### src/rtl/mbrtu_pkg.sv
// types, constants and the crc step shared by the modbus rtu master engine
`timescale 1ns / 1ps
`default_nettype none
package mbrtu_pkg;

    localparam logic [1:0] ACT_START   = 2'd0;
    localparam logic [1:0] ACT_PAYLOAD = 2'd1;
    localparam logic [1:0] ACT_RX      = 2'd2;
    localparam logic [1:0] ACT_END     = 2'd3;

    localparam logic [1:0] KIND_TX     = 2'd0;
    localparam logic [1:0] KIND_READ   = 2'd1;
    localparam logic [1:0] KIND_STATUS = 2'd2;

    localparam logic [2:0] ST_OK        = 3'd0;
    localparam logic [2:0] ST_NO_RESP   = 3'd1;
    localparam logic [2:0] ST_ECHO      = 3'd2;
    localparam logic [2:0] ST_BAD_RESP  = 3'd3;
    localparam logic [2:0] ST_CRC       = 3'd4;
    localparam logic [2:0] ST_ILL_FUNC  = 3'd5;
    localparam logic [2:0] ST_ILL_ADDR  = 3'd6;
    localparam logic [2:0] ST_ILL_VALUE = 3'd7;

    localparam logic [7:0] FC_WR_COIL  = 8'h05;
    localparam logic [7:0] FC_WR_REG   = 8'h06;
    localparam logic [7:0] FC_WR_COILS = 8'h0F;
    localparam logic [7:0] FC_WR_REGS  = 8'h10;
    localparam logic [7:0] FC_EXC_BIT  = 8'h80;

    localparam logic [15:0] CRC_POLY = 16'hA001;
    localparam logic [15:0] CRC_INIT = 16'hFFFF;

    localparam int QDEPTH = 4;

    typedef enum logic [2:0] {
        OP_FRAME,
        OP_PAY_COIL,
        OP_PAY_REG,
        OP_RD_COILS,
        OP_RD_REG,
        OP_STATUS
    } cmd_op_t;

    // fc carries the crc flag or element count, val the data, q the index
    typedef struct packed {
        cmd_op_t     op;
        logic [7:0]  sid;
        logic [7:0]  fc;
        logic [15:0] addr;
        logic [15:0] val;
        logic [10:0] q;
    } cmd_t;

    function automatic logic [15:0] crc_step(input logic [15:0] crc, input logic [7:0] b);
        logic [15:0] c;
        c = crc ^ {8'h00, b};
        for (int k = 0; k < 8; k++) begin
            c = c[0] ? ((c >> 1) ^ CRC_POLY) : (c >> 1);
        end
        return c;
    endfunction

endpackage
`default_nettype wire

### src/rtl/mbrtu_front.sv
// front end: takes beats, keeps request and response parser state, issues commands
`timescale 1ns / 1ps
`default_nettype none
module mbrtu_front #(
    parameter int FRAME_BYTES  = 256,
    parameter int MAX_QUANTITY = 2000
) (
    input  wire               aclk,
    input  wire               aresetn,
    input  wire               cfg_wr_en,
    input  wire  [7:0]        cfg_wr_data,
    input  wire               in_valid,
    input  wire  [1:0]        in_action,
    input  wire  [7:0]        in_fc,
    input  wire  [15:0]       in_addr,
    input  wire  [15:0]       in_value,
    input  wire  [10:0]       in_qty,
    input  wire  [15:0]       in_word,
    input  wire  [7:0]        in_rx,
    output logic              push,
    output mbrtu_pkg::cmd_t   push_cmd
);
    import mbrtu_pkg::*;

    logic [7:0]  sid_reg;
    logic [7:0]  req_code_reg, req_code_next;
    logic [15:0] req_address_reg, req_address_next;
    logic [10:0] req_quantity_reg, req_quantity_next;
    logic [10:0] element_count_reg, element_count_next;
    logic [7:0]  pack_byte_reg, pack_byte_next;
    logic [8:0]  rx_position_reg, rx_position_next;
    logic [7:0]  rx_code_reg, rx_code_next;
    logic [15:0] rx_crc_reg, rx_crc_next;
    logic [7:0]  hold_byte_reg, hold_byte_next;
    logic [15:0] echo_word_reg, echo_word_next;
    logic [7:0]  exception_code_reg, exception_code_next;
    logic [2:0]  first_error_reg, first_error_next;
    logic        error_seen_reg, error_seen_next;
    logic [10:0] data_index_reg, data_index_next;

    logic [11:0] exp_count;
    logic [12:0] rx_total;
    logic        rx_done;
    logic        is_read;
    logic        known_new;
    logic [8:0]  p;
    logic [12:0] p2;
    logic [15:0] word;
    logic [10:0] remain;
    logic [3:0]  ncoil;
    logic [7:0]  pack_new;
    logic [10:0] ec_inc;
    logic [12:0] q13;

    always_comb begin
        is_read   = (req_code_reg >= 8'd1) && (req_code_reg <= 8'd4);
        exp_count = (req_code_reg <= 8'd2) ? {4'd0, 5'd0, 3'd0} |
                    12'((13'({2'd0, req_quantity_reg}) + 13'd7) >> 3) :
                    {req_quantity_reg, 1'b0};
        if (rx_code_reg != req_code_reg)   rx_total = 13'd5;
        else if (is_read)                  rx_total = 13'd5 + {1'b0, exp_count};
        else                               rx_total = 13'd8;
        rx_done = (rx_position_reg >= 9'd2) && ({4'd0, rx_position_reg} >= rx_total);
    end

    always_comb begin
        req_code_next       = req_code_reg;
        req_address_next    = req_address_reg;
        req_quantity_next   = req_quantity_reg;
        element_count_next  = element_count_reg;
        pack_byte_next      = pack_byte_reg;
        rx_position_next    = rx_position_reg;
        rx_code_next        = rx_code_reg;
        rx_crc_next         = rx_crc_reg;
        hold_byte_next      = hold_byte_reg;
        echo_word_next      = echo_word_reg;
        exception_code_next = exception_code_reg;
        first_error_next    = first_error_reg;
        error_seen_next     = error_seen_reg;
        data_index_next     = data_index_reg;
        push       = 1'b0;
        push_cmd   = '0;
        push_cmd.sid = sid_reg;
        p      = rx_position_reg;
        p2     = {4'd0, rx_position_reg} + 13'd2;
        word   = {hold_byte_reg, in_rx};
        remain = req_quantity_reg - data_index_reg;
        ncoil  = (remain >= 11'd8) ? 4'd8 : remain[3:0];
        pack_new = pack_byte_reg | (8'(in_word[0]) << element_count_reg[2:0]);
        ec_inc = element_count_reg + 11'd1;
        q13    = {2'd0, in_qty};
        known_new = ((in_fc >= 8'd1) && (in_fc <= 8'd6)) || in_fc == FC_WR_COILS ||
                    in_fc == FC_WR_REGS;

        if (in_valid) begin
            case (in_action)
                ACT_START: begin
                    rx_position_next = '0; rx_code_next = '0; rx_crc_next = CRC_INIT;
                    hold_byte_next = '0; exception_code_next = '0;
                    data_index_next = '0;
                    req_code_next = in_fc;
                    req_address_next = in_addr;
                    req_quantity_next = in_qty;
                    element_count_next = '0;
                    pack_byte_next = '0;
                    if (in_fc == FC_WR_COIL)     echo_word_next = (in_value != 16'd0) ? 16'hFF00 : 16'd0;
                    else if (in_fc == FC_WR_REG) echo_word_next = in_value;
                    else                         echo_word_next = {5'd0, in_qty};
                    push = 1'b1;
                    push_cmd.op = OP_FRAME;
                    push_cmd.fc = in_fc;
                    push_cmd.addr = in_addr;
                    push_cmd.val = in_value;
                    push_cmd.q = in_qty;
                    error_seen_next = 1'b0;
                    first_error_next = ST_OK;
                    if (!known_new) begin
                        push_cmd.op = OP_STATUS; push_cmd.fc = {5'd0, ST_ILL_FUNC};
                    end else if ((in_fc <= 8'd4 && q13 > 13'(MAX_QUANTITY)) ||
                                 (in_fc == FC_WR_COILS && (in_qty == 11'd0 ||
                                  q13 > 13'(MAX_QUANTITY) ||
                                  13'd9 + ((q13 + 13'd7) >> 3) > 13'(FRAME_BYTES))) ||
                                 (in_fc == FC_WR_REGS && (in_qty == 11'd0 ||
                                  q13 > 13'(MAX_QUANTITY) ||
                                  13'd9 + {q13[11:0], 1'b0} > 13'(FRAME_BYTES)))) begin
                        push_cmd.op = OP_STATUS; push_cmd.fc = {5'd0, ST_ILL_VALUE};
                    end
                    if (push_cmd.op == OP_STATUS) begin
                        req_code_next = '0;
                        req_quantity_next = '0;
                        error_seen_next = 1'b1;
                        first_error_next = push_cmd.fc[2:0];
                    end
                end
                ACT_PAYLOAD: begin
                    if ((req_code_reg == FC_WR_COILS || req_code_reg == FC_WR_REGS) &&
                        element_count_reg < req_quantity_reg) begin
                        element_count_next = ec_inc;
                        push_cmd.fc = {7'd0, ec_inc == req_quantity_reg};
                        if (req_code_reg == FC_WR_COILS) begin
                            if (ec_inc[2:0] == 3'd0 || ec_inc == req_quantity_reg) begin
                                push = 1'b1;
                                push_cmd.op = OP_PAY_COIL;
                                push_cmd.val = {8'd0, pack_new};
                                pack_byte_next = '0;
                            end else begin
                                pack_byte_next = pack_new;
                            end
                        end else begin
                            push = 1'b1;
                            push_cmd.op = OP_PAY_REG;
                            push_cmd.val = in_word;
                        end
                    end
                end
                ACT_RX: begin
                    if (!(error_seen_reg || rx_done)) begin
                        if ({4'd0, rx_position_reg} >= 13'(FRAME_BYTES)) begin
                            error_seen_next = 1'b1; first_error_next = ST_BAD_RESP;
                        end else begin
                            rx_position_next = rx_position_reg + 9'd1;
                            if (p == 9'd0) begin
                                rx_crc_next = crc_step(rx_crc_reg, in_rx);
                                if (in_rx != sid_reg) begin
                                    error_seen_next = 1'b1; first_error_next = ST_ECHO;
                                end
                            end else if (p == 9'd1) begin
                                rx_crc_next = crc_step(rx_crc_reg, in_rx);
                                rx_code_next = in_rx;
                                if (!(((req_code_reg >= 8'd1) && (req_code_reg <= 8'd6)) ||
                                      req_code_reg == FC_WR_COILS ||
                                      req_code_reg == FC_WR_REGS) ||
                                    (in_rx != req_code_reg &&
                                     in_rx != (req_code_reg | FC_EXC_BIT))) begin
                                    error_seen_next = 1'b1; first_error_next = ST_ECHO;
                                end
                            end else if (p2 < rx_total) begin
                                rx_crc_next = crc_step(rx_crc_reg, in_rx);
                                if (rx_code_reg != req_code_reg) begin
                                    exception_code_next = in_rx;
                                end else if (!is_read) begin
                                    if (!p[0]) begin
                                        hold_byte_next = in_rx;
                                    end else if (word != ((p == 9'd3) ? req_address_reg
                                                                     : echo_word_reg)) begin
                                        error_seen_next = 1'b1; first_error_next = ST_ECHO;
                                    end
                                end else if (p == 9'd2) begin
                                    if ({4'd0, in_rx} != exp_count) begin
                                        error_seen_next = 1'b1;
                                        first_error_next = ST_BAD_RESP;
                                    end
                                end else if (req_code_reg <= 8'd2) begin
                                    if (ncoil != 4'd0) begin
                                        push = 1'b1;
                                        push_cmd.op = OP_RD_COILS;
                                        push_cmd.fc = {4'd0, ncoil};
                                        push_cmd.val = {8'd0, in_rx};
                                        push_cmd.q = data_index_reg;
                                        data_index_next = data_index_reg + {7'd0, ncoil};
                                    end
                                end else if (p[0]) begin
                                    hold_byte_next = in_rx;
                                end else begin
                                    push = 1'b1;
                                    push_cmd.op = OP_RD_REG;
                                    push_cmd.val = word;
                                    push_cmd.q = data_index_reg;
                                    data_index_next = data_index_reg + 11'd1;
                                end
                            end else if (p2 == rx_total) begin
                                hold_byte_next = in_rx;
                            end else if ({in_rx, hold_byte_reg} != rx_crc_reg) begin
                                error_seen_next = 1'b1; first_error_next = ST_CRC;
                            end else if (rx_code_reg != req_code_reg) begin
                                error_seen_next = 1'b1;
                                case (exception_code_reg)
                                    8'd1:    first_error_next = ST_ILL_FUNC;
                                    8'd2:    first_error_next = ST_ILL_ADDR;
                                    8'd3:    first_error_next = ST_ILL_VALUE;
                                    default: first_error_next = ST_BAD_RESP;
                                endcase
                            end
                        end
                    end
                end
                default: begin
                    push = 1'b1;
                    push_cmd.op = OP_STATUS;
                    if (error_seen_reg)              push_cmd.fc = {5'd0, first_error_reg};
                    else if (rx_position_reg == 9'd0) push_cmd.fc = {5'd0, ST_NO_RESP};
                    else if (rx_done)                push_cmd.fc = {5'd0, ST_OK};
                    else                             push_cmd.fc = {5'd0, ST_BAD_RESP};
                    rx_position_next = '0; rx_code_next = '0; rx_crc_next = CRC_INIT;
                    hold_byte_next = '0; exception_code_next = '0;
                    first_error_next = ST_OK; error_seen_next = 1'b0;
                    data_index_next = '0;
                end
            endcase
        end
    end

    always_ff @(posedge aclk) begin
        if (!aresetn) begin
            sid_reg            <= 8'd1;
            req_code_reg       <= '0;
            req_address_reg    <= '0;
            req_quantity_reg   <= '0;
            element_count_reg  <= '0;
            pack_byte_reg      <= '0;
            rx_position_reg    <= '0;
            rx_code_reg        <= '0;
            rx_crc_reg         <= CRC_INIT;
            hold_byte_reg      <= '0;
            echo_word_reg      <= '0;
            exception_code_reg <= '0;
            first_error_reg    <= ST_OK;
            error_seen_reg     <= 1'b0;
            data_index_reg     <= '0;
        end else begin
            if (cfg_wr_en) begin
                sid_reg <= cfg_wr_data;
            end
            req_code_reg       <= req_code_next;
            req_address_reg    <= req_address_next;
            req_quantity_reg   <= req_quantity_next;
            element_count_reg  <= element_count_next;
            pack_byte_reg      <= pack_byte_next;
            rx_position_reg    <= rx_position_next;
            rx_code_reg        <= rx_code_next;
            rx_crc_reg         <= rx_crc_next;
            hold_byte_reg      <= hold_byte_next;
            echo_word_reg      <= echo_word_next;
            exception_code_reg <= exception_code_next;
            first_error_reg    <= first_error_next;
            error_seen_reg     <= error_seen_next;
            data_index_reg     <= data_index_next;
        end
    end

    a_err_clear: assert property (@(posedge aclk) disable iff (!aresetn)
        !error_seen_reg |-> first_error_reg == ST_OK) else $error("stale first error");
    a_data_idx: assert property (@(posedge aclk) disable iff (!aresetn)
        data_index_reg <= req_quantity_reg) else $error("read index past quantity");
    a_elem_cnt: assert property (@(posedge aclk) disable iff (!aresetn)
        element_count_reg <= req_quantity_reg) else $error("payload count past quantity");

endmodule
`default_nettype wire

### src/rtl/mbrtu_queue.sv
// short command queue between front end and back end
`timescale 1ns / 1ps
`default_nettype none
module mbrtu_queue (
    input  wire               aclk,
    input  wire               aresetn,
    input  wire               push,
    input  mbrtu_pkg::cmd_t   push_cmd,
    input  wire               pop,
    output logic              full,
    output logic              not_empty,
    output mbrtu_pkg::cmd_t   head
);
    import mbrtu_pkg::*;

    localparam int PW = $clog2(QDEPTH);

    cmd_t            slot_reg [QDEPTH];
    logic [PW-1:0]   wr_ptr_reg, rd_ptr_reg;
    logic [PW:0]     count_reg;

    assign full      = count_reg == (PW+1)'(QDEPTH);
    assign not_empty = count_reg != '0;
    assign head      = slot_reg[rd_ptr_reg];

    always_ff @(posedge aclk) begin
        if (push) begin
            slot_reg[wr_ptr_reg] <= push_cmd;
        end
    end

    always_ff @(posedge aclk) begin
        if (!aresetn) begin
            wr_ptr_reg <= '0;
            rd_ptr_reg <= '0;
            count_reg  <= '0;
        end else begin
            if (push) wr_ptr_reg <= wr_ptr_reg + 1'b1;
            if (pop)  rd_ptr_reg <= rd_ptr_reg + 1'b1;
            count_reg <= count_reg + (PW+1)'(push) - (PW+1)'(pop);
        end
    end

    a_no_overflow: assert property (@(posedge aclk) disable iff (!aresetn)
        full |-> !push || pop) else $error("queue overflow");
    a_no_underflow: assert property (@(posedge aclk) disable iff (!aresetn)
        !not_empty |-> !pop) else $error("queue underflow");
    a_count_range: assert property (@(posedge aclk) disable iff (!aresetn)
        count_reg <= (PW+1)'(QDEPTH)) else $error("queue count out of range");

endmodule
`default_nettype wire

### src/rtl/mbrtu_back.sv
// back end: expands commands into output beats, keeps the transmit crc
`timescale 1ns / 1ps
`default_nettype none
module mbrtu_back (
    input  wire               aclk,
    input  wire               aresetn,
    input  wire               cmd_valid,
    input  mbrtu_pkg::cmd_t   cmd,
    output logic              pop,
    output logic              m_tvalid,
    input  wire               m_tready,
    output logic [39:0]       m_tdata,
    output logic [1:0]        m_tuser,
    output logic              m_tlast
);
    import mbrtu_pkg::*;

    logic [2:0]  step_reg;
    logic [15:0] crc_reg;
    logic        valid_reg;
    logic [1:0]  kind_reg;
    logic [7:0]  tx_reg;
    logic        last_reg;
    logic [10:0] idx_reg;
    logic [15:0] val_reg;
    logic [2:0]  st_reg;

    logic        adv, end_cmd, is_byte, is_crc;
    logic [1:0]  kind_b;
    logic [7:0]  tx_b;
    logic        last_b;
    logic [10:0] idx_b;
    logic [15:0] val_b;
    logic [2:0]  st_b;
    logic [15:0] crc_in;
    logic [3:0]  crc_at;

    always_comb begin
        adv     = cmd_valid && (!valid_reg || m_tready);
        crc_in  = (cmd.op == OP_FRAME && step_reg == 3'd0) ? CRC_INIT : crc_reg;
        kind_b  = KIND_TX;
        tx_b    = '0;
        last_b  = 1'b0;
        idx_b   = '0;
        val_b   = '0;
        st_b    = ST_OK;
        is_byte = 1'b0;
        is_crc  = 1'b0;
        end_cmd = 1'b0;
        crc_at  = 4'd8;
        case (cmd.op)
            OP_FRAME: begin
                is_byte = 1'b1;
                crc_at  = (cmd.fc == FC_WR_COILS || cmd.fc == FC_WR_REGS) ? 4'd8 : 4'd6;
                case (step_reg)
                    3'd0: tx_b = cmd.sid;
                    3'd1: tx_b = cmd.fc;
                    3'd2: tx_b = cmd.addr[15:8];
                    3'd3: tx_b = cmd.addr[7:0];
                    3'd4: begin
                        if (cmd.fc == FC_WR_COIL)     tx_b = (cmd.val != 16'd0) ? 8'hFF : 8'h00;
                        else if (cmd.fc == FC_WR_REG) tx_b = cmd.val[15:8];
                        else                          tx_b = {5'd0, cmd.q[10:8]};
                    end
                    3'd5: begin
                        if (cmd.fc == FC_WR_COIL)     tx_b = 8'h00;
                        else if (cmd.fc == FC_WR_REG) tx_b = cmd.val[7:0];
                        else                          tx_b = cmd.q[7:0];
                    end
                    default: begin
                        if (cmd.fc == FC_WR_COILS) begin
                            tx_b = 8'((12'({1'b0, cmd.q}) + 12'd7) >> 3);
                            end_cmd = 1'b1;
                        end else if (cmd.fc == FC_WR_REGS) begin
                            tx_b = {cmd.q[6:0], 1'b0};
                            end_cmd = 1'b1;
                        end
                    end
                endcase
            end
            OP_PAY_COIL: begin
                is_byte = 1'b1;
                crc_at  = 4'd1;
                tx_b    = cmd.val[7:0];
                end_cmd = (step_reg == 3'd0) && !cmd.fc[0];
            end
            OP_PAY_REG: begin
                is_byte = 1'b1;
                crc_at  = 4'd2;
                tx_b    = (step_reg == 3'd0) ? cmd.val[15:8] : cmd.val[7:0];
                end_cmd = (step_reg == 3'd1) && !cmd.fc[0];
            end
            OP_RD_COILS: begin
                kind_b  = KIND_READ;
                idx_b   = cmd.q + {8'd0, step_reg};
                val_b   = {15'd0, cmd.val[step_reg]};
                end_cmd = ({1'b0, step_reg} + 4'd1) == cmd.fc[3:0];
            end
            OP_RD_REG: begin
                kind_b  = KIND_READ;
                idx_b   = cmd.q;
                val_b   = cmd.val;
                end_cmd = 1'b1;
            end
            default: begin
                kind_b  = KIND_STATUS;
                last_b  = 1'b1;
                st_b    = cmd.fc[2:0];
                end_cmd = 1'b1;
            end
        endcase
        if (is_byte && {1'b0, step_reg} >= crc_at) begin
            is_crc = 1'b1;
            if ({1'b0, step_reg} == crc_at) begin
                tx_b = crc_in[7:0];
            end else begin
                tx_b = crc_in[15:8];
                last_b = 1'b1;
                end_cmd = 1'b1;
            end
        end
        pop = adv && end_cmd;
    end

    always_ff @(posedge aclk) begin
        if (!aresetn) begin
            step_reg  <= '0;
            crc_reg   <= CRC_INIT;
            valid_reg <= 1'b0;
        end else begin
            if (adv) begin
                valid_reg <= 1'b1;
                step_reg  <= end_cmd ? 3'd0 : step_reg + 3'd1;
                if (is_byte && !is_crc) begin
                    crc_reg <= crc_step(crc_in, tx_b);
                end else begin
                    crc_reg <= crc_in;
                end
            end else if (m_tready) begin
                valid_reg <= 1'b0;
            end
        end
    end

    always_ff @(posedge aclk) begin
        if (adv) begin
            kind_reg <= kind_b;
            tx_reg   <= tx_b;
            last_reg <= last_b;
            idx_reg  <= idx_b;
            val_reg  <= val_b;
            st_reg   <= st_b;
        end
    end

    assign m_tvalid = valid_reg;
    assign m_tuser  = kind_reg;
    assign m_tlast  = last_reg;
    assign m_tdata  = {2'b00, st_reg, val_reg, idx_reg, tx_reg};

    a_status_last: assert property (@(posedge aclk) disable iff (!aresetn)
        adv && cmd.op == OP_STATUS |-> pop) else $error("status beat not closing command");
    a_step_hold: assert property (@(posedge aclk) disable iff (!aresetn)
        cmd_valid && !adv |=> $stable(step_reg)) else $error("step moved while stalled");
    a_read_not_last: assert property (@(posedge aclk) disable iff (!aresetn)
        valid_reg && kind_reg == KIND_READ |-> !last_reg) else $error("read beat marked last");

endmodule
`default_nettype wire

### src/rtl/modbus_rtu_master_frame_engine_core.sv
// top level of the modbus rtu master frame engine
`timescale 1ns / 1ps
`default_nettype none
// Modbus RTU master frame engine.
// s_ channel: one beat per item; s_tuser is the action (start, payload
// element, response byte, end of response), s_tdata the request fields.
// m_ channel: result beats; m_tuser is the kind (transmit byte, read element,
// status), m_tlast marks the last frame byte and every status beat. The user
// writes the unit address (cfg_wr_en / cfg_wr_data) only while idle; unchecked.
// The front end handles one input beat per cycle while the queue has room and
// places at most one command into a four-entry queue; the back end expands
// each command into output beats (a start up to 8, a read coil byte up to 8).
// A command is registered in the queue, then in the back end's output stage.
// The back end sets the rate: one output beat per cycle while m_tready is high.
// Reset (aresetn low, synchronous) clears the parser, the queue and the
// output stage and sets the unit address to 1.
// When the receiver stalls, the output beat holds, the queue fills, and
// s_tready drops once the queue is full.
module modbus_rtu_master_frame_engine_core #(
    parameter int FRAME_BYTES  = 256,
    parameter int MAX_QUANTITY = 2000
) (
    input  wire         aclk,
    input  wire         aresetn,
    input  wire         cfg_wr_en,
    input  wire  [7:0]  cfg_wr_data,
    input  wire         s_tvalid,
    output logic        s_tready,
    // func_code[7:0], start_address[23:8], single_value[39:24], quantity[50:40],
    // payload_word[66:51], rx_byte[74:67]
    input  wire  [79:0] s_tdata,
    // action[1:0]
    input  wire  [1:0]  s_tuser,
    output logic        m_tvalid,
    input  wire         m_tready,
    // tx_byte[7:0], read_index[18:8], read_value[34:19], status[37:35]
    output logic [39:0] m_tdata,
    // kind[1:0]
    output logic [1:0]  m_tuser,
    output logic        m_tlast
);
    import mbrtu_pkg::*;

    logic  push, pop, full, not_empty;
    cmd_t  push_cmd, head;

    assign s_tready = !full;

    mbrtu_front #(
        .FRAME_BYTES  (FRAME_BYTES),
        .MAX_QUANTITY (MAX_QUANTITY)
    ) u_front (
        .aclk        (aclk),
        .aresetn     (aresetn),
        .cfg_wr_en   (cfg_wr_en),
        .cfg_wr_data (cfg_wr_data),
        .in_valid    (s_tvalid && !full),
        .in_action   (s_tuser),
        .in_fc       (s_tdata[7:0]),
        .in_addr     (s_tdata[23:8]),
        .in_value    (s_tdata[39:24]),
        .in_qty      (s_tdata[50:40]),
        .in_word     (s_tdata[66:51]),
        .in_rx       (s_tdata[74:67]),
        .push        (push),
        .push_cmd    (push_cmd)
    );

    mbrtu_queue u_queue (
        .aclk      (aclk),
        .aresetn   (aresetn),
        .push      (push),
        .push_cmd  (push_cmd),
        .pop       (pop),
        .full      (full),
        .not_empty (not_empty),
        .head      (head)
    );

    mbrtu_back u_back (
        .aclk      (aclk),
        .aresetn   (aresetn),
        .cmd_valid (not_empty),
        .cmd       (head),
        .pop       (pop),
        .m_tvalid  (m_tvalid),
        .m_tready  (m_tready),
        .m_tdata   (m_tdata),
        .m_tuser   (m_tuser),
        .m_tlast   (m_tlast)
    );

endmodule
`default_nettype wire

### config.mk
export PLATFORM = sky130hd
export DESIGN_NAME = modbus_rtu_master_frame_engine_core
export DESIGN_NICKNAME = d
export VERILOG_FILES = /design/src/rtl/mbrtu_pkg.sv /design/src/rtl/mbrtu_front.sv /design/src/rtl/mbrtu_queue.sv /design/src/rtl/mbrtu_back.sv /design/src/rtl/modbus_rtu_master_frame_engine_core.sv
export SDC_FILE = /design/constraint.sdc
export NUM_CORES = 1
export LEC_CHECK = 0
export BUFFER_PORTS_ARGS = -buffer_cell sky130_fd_sc_hd__buf_2
export CAP_MARGIN = 20
export CORE_MARGIN = 3
export CORE_UTILIZATION = 35
export DETAILED_ROUTE_END_ITERATION = 12
export RECOVER_POWER = 25
export SYNTH_ARGS = -nofsm -noshare
export SYNTH_HDL_FRONTEND = slang
export SYNTH_SLANG_ARGS = --single-unit
### constraint.sdc
create_clock -name aclk -period 6.35 [get_ports aclk]
set_input_delay 0.635 -clock aclk [delete_from_list [all_inputs] [get_ports aclk]]
set_output_delay 0.635 -clock aclk [all_outputs]
set_load 0.03 [all_outputs]
==> results of run 1 <==
worst paths after layout:
path | startpoint | end | slack (ns)
max | u_front.req_quantity_reg[1] | u_queue.slot_reg[2][58] | 0.61
max reg2reg | u_front.req_quantity_reg[1] | u_queue.slot_reg[2][58] | 0.61
min | cfg_wr_data[7] | u_front.sid_reg[7] | 0.29
min reg2reg | u_front.pack_byte_reg[3] | u_front.pack_byte_reg[3] | 0.45
report_power, final:
part           internal (mW)  switching [mW]
combinational           1.25            2.20
clock                   1.75            1.24
sequential              3.55           0.152
kinds of logic (layout without fill, tap and decap cells):
family                   Yosys count  after routing  share of synthesized area [%]
AND/OR/NAND/NOR                  672            672                          13.58
AO/OA/AOI/OAI                    517            517                          14.55
flip-flops                       460            460                          49.65
buffers and inverters            207            366                          3.367
XOR/XNOR                         175            175                          6.411
multiplexers                     120            120                          8.356
adder cells (fa/ha/maj)           77             77                          4.076
other                              1             14                        0.01538
worst reg2reg max path: cells and delay by family (launching register included):
kind | cells | cell delay [ns]
xor gates and xnor gates | 1 | 0.15
AOI/OAI and AO/OA | 12 | 2.87
DFF | 1 | 0.43
buffers and inverters | 3 | 0.66
and+or+nand+nor | 3 | 0.61
adders and majority gates | 2 | 0.49
muxes | 1 | 0.17
cells in the mapped netlist, types with 6 or more instances:
cell	instances	share of area, %
a211o_1	11	0.40
a211oi_1	8	0.25
a21o_1	31	0.95
a21oi_1	145	3.0
a221oi_1	10	0.36
a222oi_1	17	0.70
a22o_1	18	0.65
a22oi_1	35	1.1
a2bb2oi_1	7	0.25
a31o_2	6	0.22
a31oi_1	19	0.49
and2_1	27	0.69
and3_1	37	0.95
buf_1	8	0.12
buf_2	8	0.16
buf_4	7	0.22
clkbuf_1	100	1.5
dfxtp_1	171	14
edfxtp_1	289	36
ha_1	73	3.7
inv_1	82	1.3
mux2_2	12	0.55
mux2i_1	43	1.8
mux4_2	63	5.8
nand2_1	196	3.0
nand2b_1	17	0.44
nand3_1	85	1.7
nand4_1	26	0.67
nor2_1	144	2.2
nor2b_1	16	0.41
nor3_1	30	0.62
nor3b_1	8	0.25
nor4_1	31	0.80
o21a_1	16	0.49
o21ai_0	77	1.6
o21ai_1	8	0.16
o22ai_1	18	0.46
o31ai_1	16	0.49
or3_1	17	0.44
or4_1	8	0.25
xnor2_1	123	4.4
xor2_1	49	1.8
metal layers:
layer / routed length, µm / part of all wire, % / GRT usage, %
met3: 4426 / 5.8 / 2.629
met5: 0 / 0 / 0
met4: 2422 / 3.2 / 6.494
met2: 35240 / 46 / 33.19
met1: 34230 / 45 / 28.21
area by class of cell:
cell class	instances	area, µm²	area share, %
repair buffers	191	1087	3.900
inverters	83	312.8	1.122
well taps	931	1165	4.178
flip-flops and latches	460	12110	43.42
multi-input cells	1575	11510	41.29
clock inverters	33	371.6	1.333
clock buffers	59	1325	4.752
==> results.ini, run 1 <==
[sta]
finalSetupViolations=0
rsz0062_at_grt=false
worst_slew_pin_slew_ns=3.884
fin_skew_ns=0.02453
fin_crit_sh_pct=90.38
setup_tns_ns=0
min_period_ns=5.739
fmax_mhz=174.2
final.setup.worst_slack_ns=0.6109
slew_headroom_pct=-158.9
drv_slew=262
hold_violations=0
fin_hold_ws_ns=0.2886

[cells_and_area]
area_growth_pct=14.38
final_common_cell=edfxtp_1
finalInstanceArea_um2=27880
fillers=6653
drive_gt1_share_pct=14.20
largest_reg_flops=248
final_cell_mix=edfxtp_1, nand2_1, dfxtp_1, a21oi_1, nor2_1
finalNonFillerCells=3332
diodes=0
final_core_util_pct=40.51
final_nets=2533

[detailed_routing]
postRouteAntennaNets=0
wl_per_cell_um=22.90
viasPerCell=5.619
firstDrtPassIters=11
route.detailed.drc=0
drt_wl_total_um=76310
vias=18720
drt-initial-drc-count=1730

[setup_path]
cpPeakStageDelay_ns=0.68
start_kind=flip-flop
crit_buf_inv=3
reg2reg_depth=22
cp_common_cell=a21o_1
cp.required_ns=6.62
critPathArrivalTime_ns=6.01
crit_path_end_kind=flip-flop
cpMaxStageDelayCell=o311ai_2
crit_chain=o311ai_2, mux2i_1, a211oi_1, buf_4, ha_1, xor2_1, nor2_1, nor2_1, ha_1, a21o_1, a21o_1, a21o_1, a21o_1, a21o_1, a211o_1, a21o_1, a21oi_1, o211ai_1, a31oi_1, buf_4, and2_2, buf_12
crit_fanout=36
cp.depth=22
criticalPathCategory=reg -> reg
cpLargestDelayFamily=compound AO/OA/AOI/OAI gates

[status]
violations=capacitance limit, slew limit
status=finished with violations

[yosys]
yosys_warnings=0
async_flop_share_pct=0
synthFlopType=edfxtp_1
postSynthAreaPerCell_um2=10.94
syn-cell-area_um2=24380
synth_seq_cells=460
synth_edf_count=289
syn_inst=2229
seq_area_frac_synth_pct=49.65
synth_cell_types=99

[global_routing]
grt_max_degree=82
grt_pass1_vias=18190
grt_pass1_wl_um=114500
antenna_found_initial=0
grt.total_usage_pct=20.37
globalRouteOverflowTotal=0

[floorplanning]
initial_core_util_pct=35.42
design.core.area_um2=68830
num_rows=96
die_h_um=269.9
design.portCount=140
die-area_um2=72850
fp.dieW_um=269.9

[clock_network]
post-cts-setup-buffers=0
clk_latency_ns=0.60
cts_sinks=460
path_clk_slew_ns=0.07
ctsHoldBuffers=0
cts_buffers=50
cts.repair.resized=0
cts_max_level=2
clock_path_buffers=3
cts_tree=yes
root_buffer=clkbuf_16

[placement]
place_area_um2=26240
dp_hpwl_um=56000
pre_cts_slack_ns=0.6654
place_congestion=0.9150
place.port_buffers=132
dpl.cell_count=3238

[pwr]
ir_drop_mv=0.2210
powerDensity_nw_per_um2=363.9
power.total_mw=10.15
power_leakage_nw=9.904

[hold_path]
min_path_type=in -> reg
min_delay_path_depth=3

[run]
drv_cap=6

No activity file was read; power rests on OpenSTA's default activity.
==> inputs of run 2 (changes only) <==
CTS_BUF_LIST = sky130_fd_sc_hd__clkbuf_8 sky130_fd_sc_hd__clkbuf_16   (was unset)
==> run 2 against run 1 <==
Net effect:
- the flow still finishes with violations (capacitance limit, slew limit)
- non-clock buffer count unchanged
- critical path depth unchanged
- via count down 0.58%
- die area unchanged
- clock power about the same
- count of clock-buffer cells in the layout down 5
- sequential power about the same
- wire length down 0.17%
- worst hold slack better by 0.0030 ns
- cell count unchanged
- highest routed layer unchanged
==> results.ini, run 2 (synthesized netlist as in run 1, its figures left out) <==
[status]
status=finished with violations
violations=capacitance limit, slew limit

[placement]
dp_hpwl_um=56000
place_congestion=0.9150
place.port_buffers=132

[pwr]
ir_drop_mv=0.2213
power_leakage_nw=9.925
powerDensity_nw_per_um2=363.5

[detailed_routing]
drt_wl_total_um=76180
route.detailed.drc=0
viasPerCell=5.587
firstDrtPassIters=8
vias=18620
drt-initial-drc-count=1640
postRouteAntennaNets=0
wl_per_cell_um=22.86

[setup_path]
crit-reg2reg-launch=u_front.req_quantity_reg[1]
regToRegSetupSlack_ns=0.54
rr_endpoint=u_queue.slot_reg[2][58]
reg2reg_depth=22
cp.required_ns=6.62
criticalPathCategory=reg -> reg
crit_path_end_kind=flip-flop
cpMaxStageDelayCell=o311ai_2
crit_chain=o311ai_2, mux2i_1, a211oi_1, buf_4, ha_1, xor2_1, nor2_1, nor2_1, ha_1, a21o_1, a21o_1, a21o_1, a21o_1, a21o_1, a211o_1, a21o_1, a21oi_1, o211ai_1, a31oi_1, buf_4, and2_2, buf_12
start_kind=flip-flop
cpPeakStageDelay_ns=0.69
critPathArrivalTime_ns=6.08
startpoint=u_front.req_quantity_reg[1]
cp_common_cell=a21o_1
crit_fanout=36

[floorplanning]
die_h_um=269.9
design.portCount=140
num_rows=96
initial_core_util_pct=35.42
fp.dieW_um=269.9
design.core.area_um2=68830
die-area_um2=72850

[sta]
rsz0062_at_grt=false
fmax_mhz=172.0
finalSetupViolations=0
min_period_ns=5.814
fin_skew_ns=0.02197
drv_slew=262
slew_headroom_pct=-160.2
worst_slew_pin_slew_ns=3.903
setup_tns_ns=0
fin_hold_ws_ns=0.2916
hold_violations=0
fin_crit_sh_pct=91.56

[clock_network]
cts_buffers=50
cts.repair.resized=0
clock_path_buffers=3
cts_tree=yes
cts_sinks=460
cts_max_level=2
clk_latency_ns=0.60
path_clk_slew_ns=0.07
root_buffer=clkbuf_16
ctsHoldBuffers=0
post-cts-setup-buffers=0

[global_routing]
grt.total_usage_pct=20.37
grt_max_degree=82
antenna_found_initial=0
grt_pass1_wl_um=114500
grt_pass1_vias=18180
globalRouteOverflowTotal=0

[cells_and_area]
final_nets=2533
drive_gt1_share_pct=14.20
area_growth_pct=14.38
diodes=0
final_common_cell=edfxtp_1
final_cell_mix=edfxtp_1, nand2_1, dfxtp_1, a21oi_1, nor2_1
largest_reg_flops=248

[hold_path]
hold_start=cfg_wr_data[7]
holdPathEnd=u_front.sid_reg[7]
min_path_type=in -> reg
min_delay_path_depth=3

[run]
drv_cap=6

run 2: where the power goes:
group / internal [mW] / switching, mW
registers: 3.55 / 0.151
clock network: 1.75 / 1.24
logic: 1.25 / 2.20
total: 6.54 / 3.59
run 2: worst max path at each step:
stage,to
after floorplan,u_queue.slot_reg[0][0]
after global placement,u_queue.slot_reg[2][57]
after detailed placement,u_queue.slot_reg[2][57]
after CTS,u_queue.slot_reg[2][58]
after global routing,u_queue.slot_reg[2][41]
final,u_queue.slot_reg[2][58]
run 2: area by class of cell:
| type | instances | area, µm² |
|---|---|---|
| Fill cell | 6653 | 40950 |
| Tap cell | 931 | 1165 |
| Inverter | 83 | 312.8 |
| Sequential cell | 460 | 12110 |
| Multi-Input combinational cell | 1575 | 11510 |
| Timing Repair Buffer | 191 | 1087 |
| Clock inverter | 38 | 390.4 |
| Clock buffer | 54 | 1306 |
run 2: metrics by stage:
step	instances	instance area [µm²]	total power [mW]	worst slack, ns	utilization, %
6_report	3332	27880	10.13	0.5362	40.51
5_1_grt	3332	27880	10.63	0.2139	40.51
3_5_place_dp	3238	26240	7.217	0.6654	38.13
2_1_floorplan	2242	24430	6.201	0.5373	-
3_3_place_gp	3238	26240	7.187	0.5735	38.13
4_1_cts	3330	27940	10.23	0.6475	40.59
run 2: layer usage:
metal / vias to the layer above / part of all wire [%] / GRT usage, %
li1: 8644 / - / -
met1: 9192 / 45 / 28.20
met2: 642 / 46 / 33.21
met3: 137 / 5.8 / 2.629
met4: 0 / 3.2 / 6.494
met5: - / 0 / 0
run 2: critical path, delay by kind of cell, from the launching register on:
kind | cells | cell delay, ns
buf+inv | 3 | 0.66
mux | 1 | 0.17
fa+ha+maj | 2 | 0.49
simple gates | 3 | 0.60
flops | 1 | 0.43
xor+xnor | 1 | 0.15
compound gates | 12 | 2.96
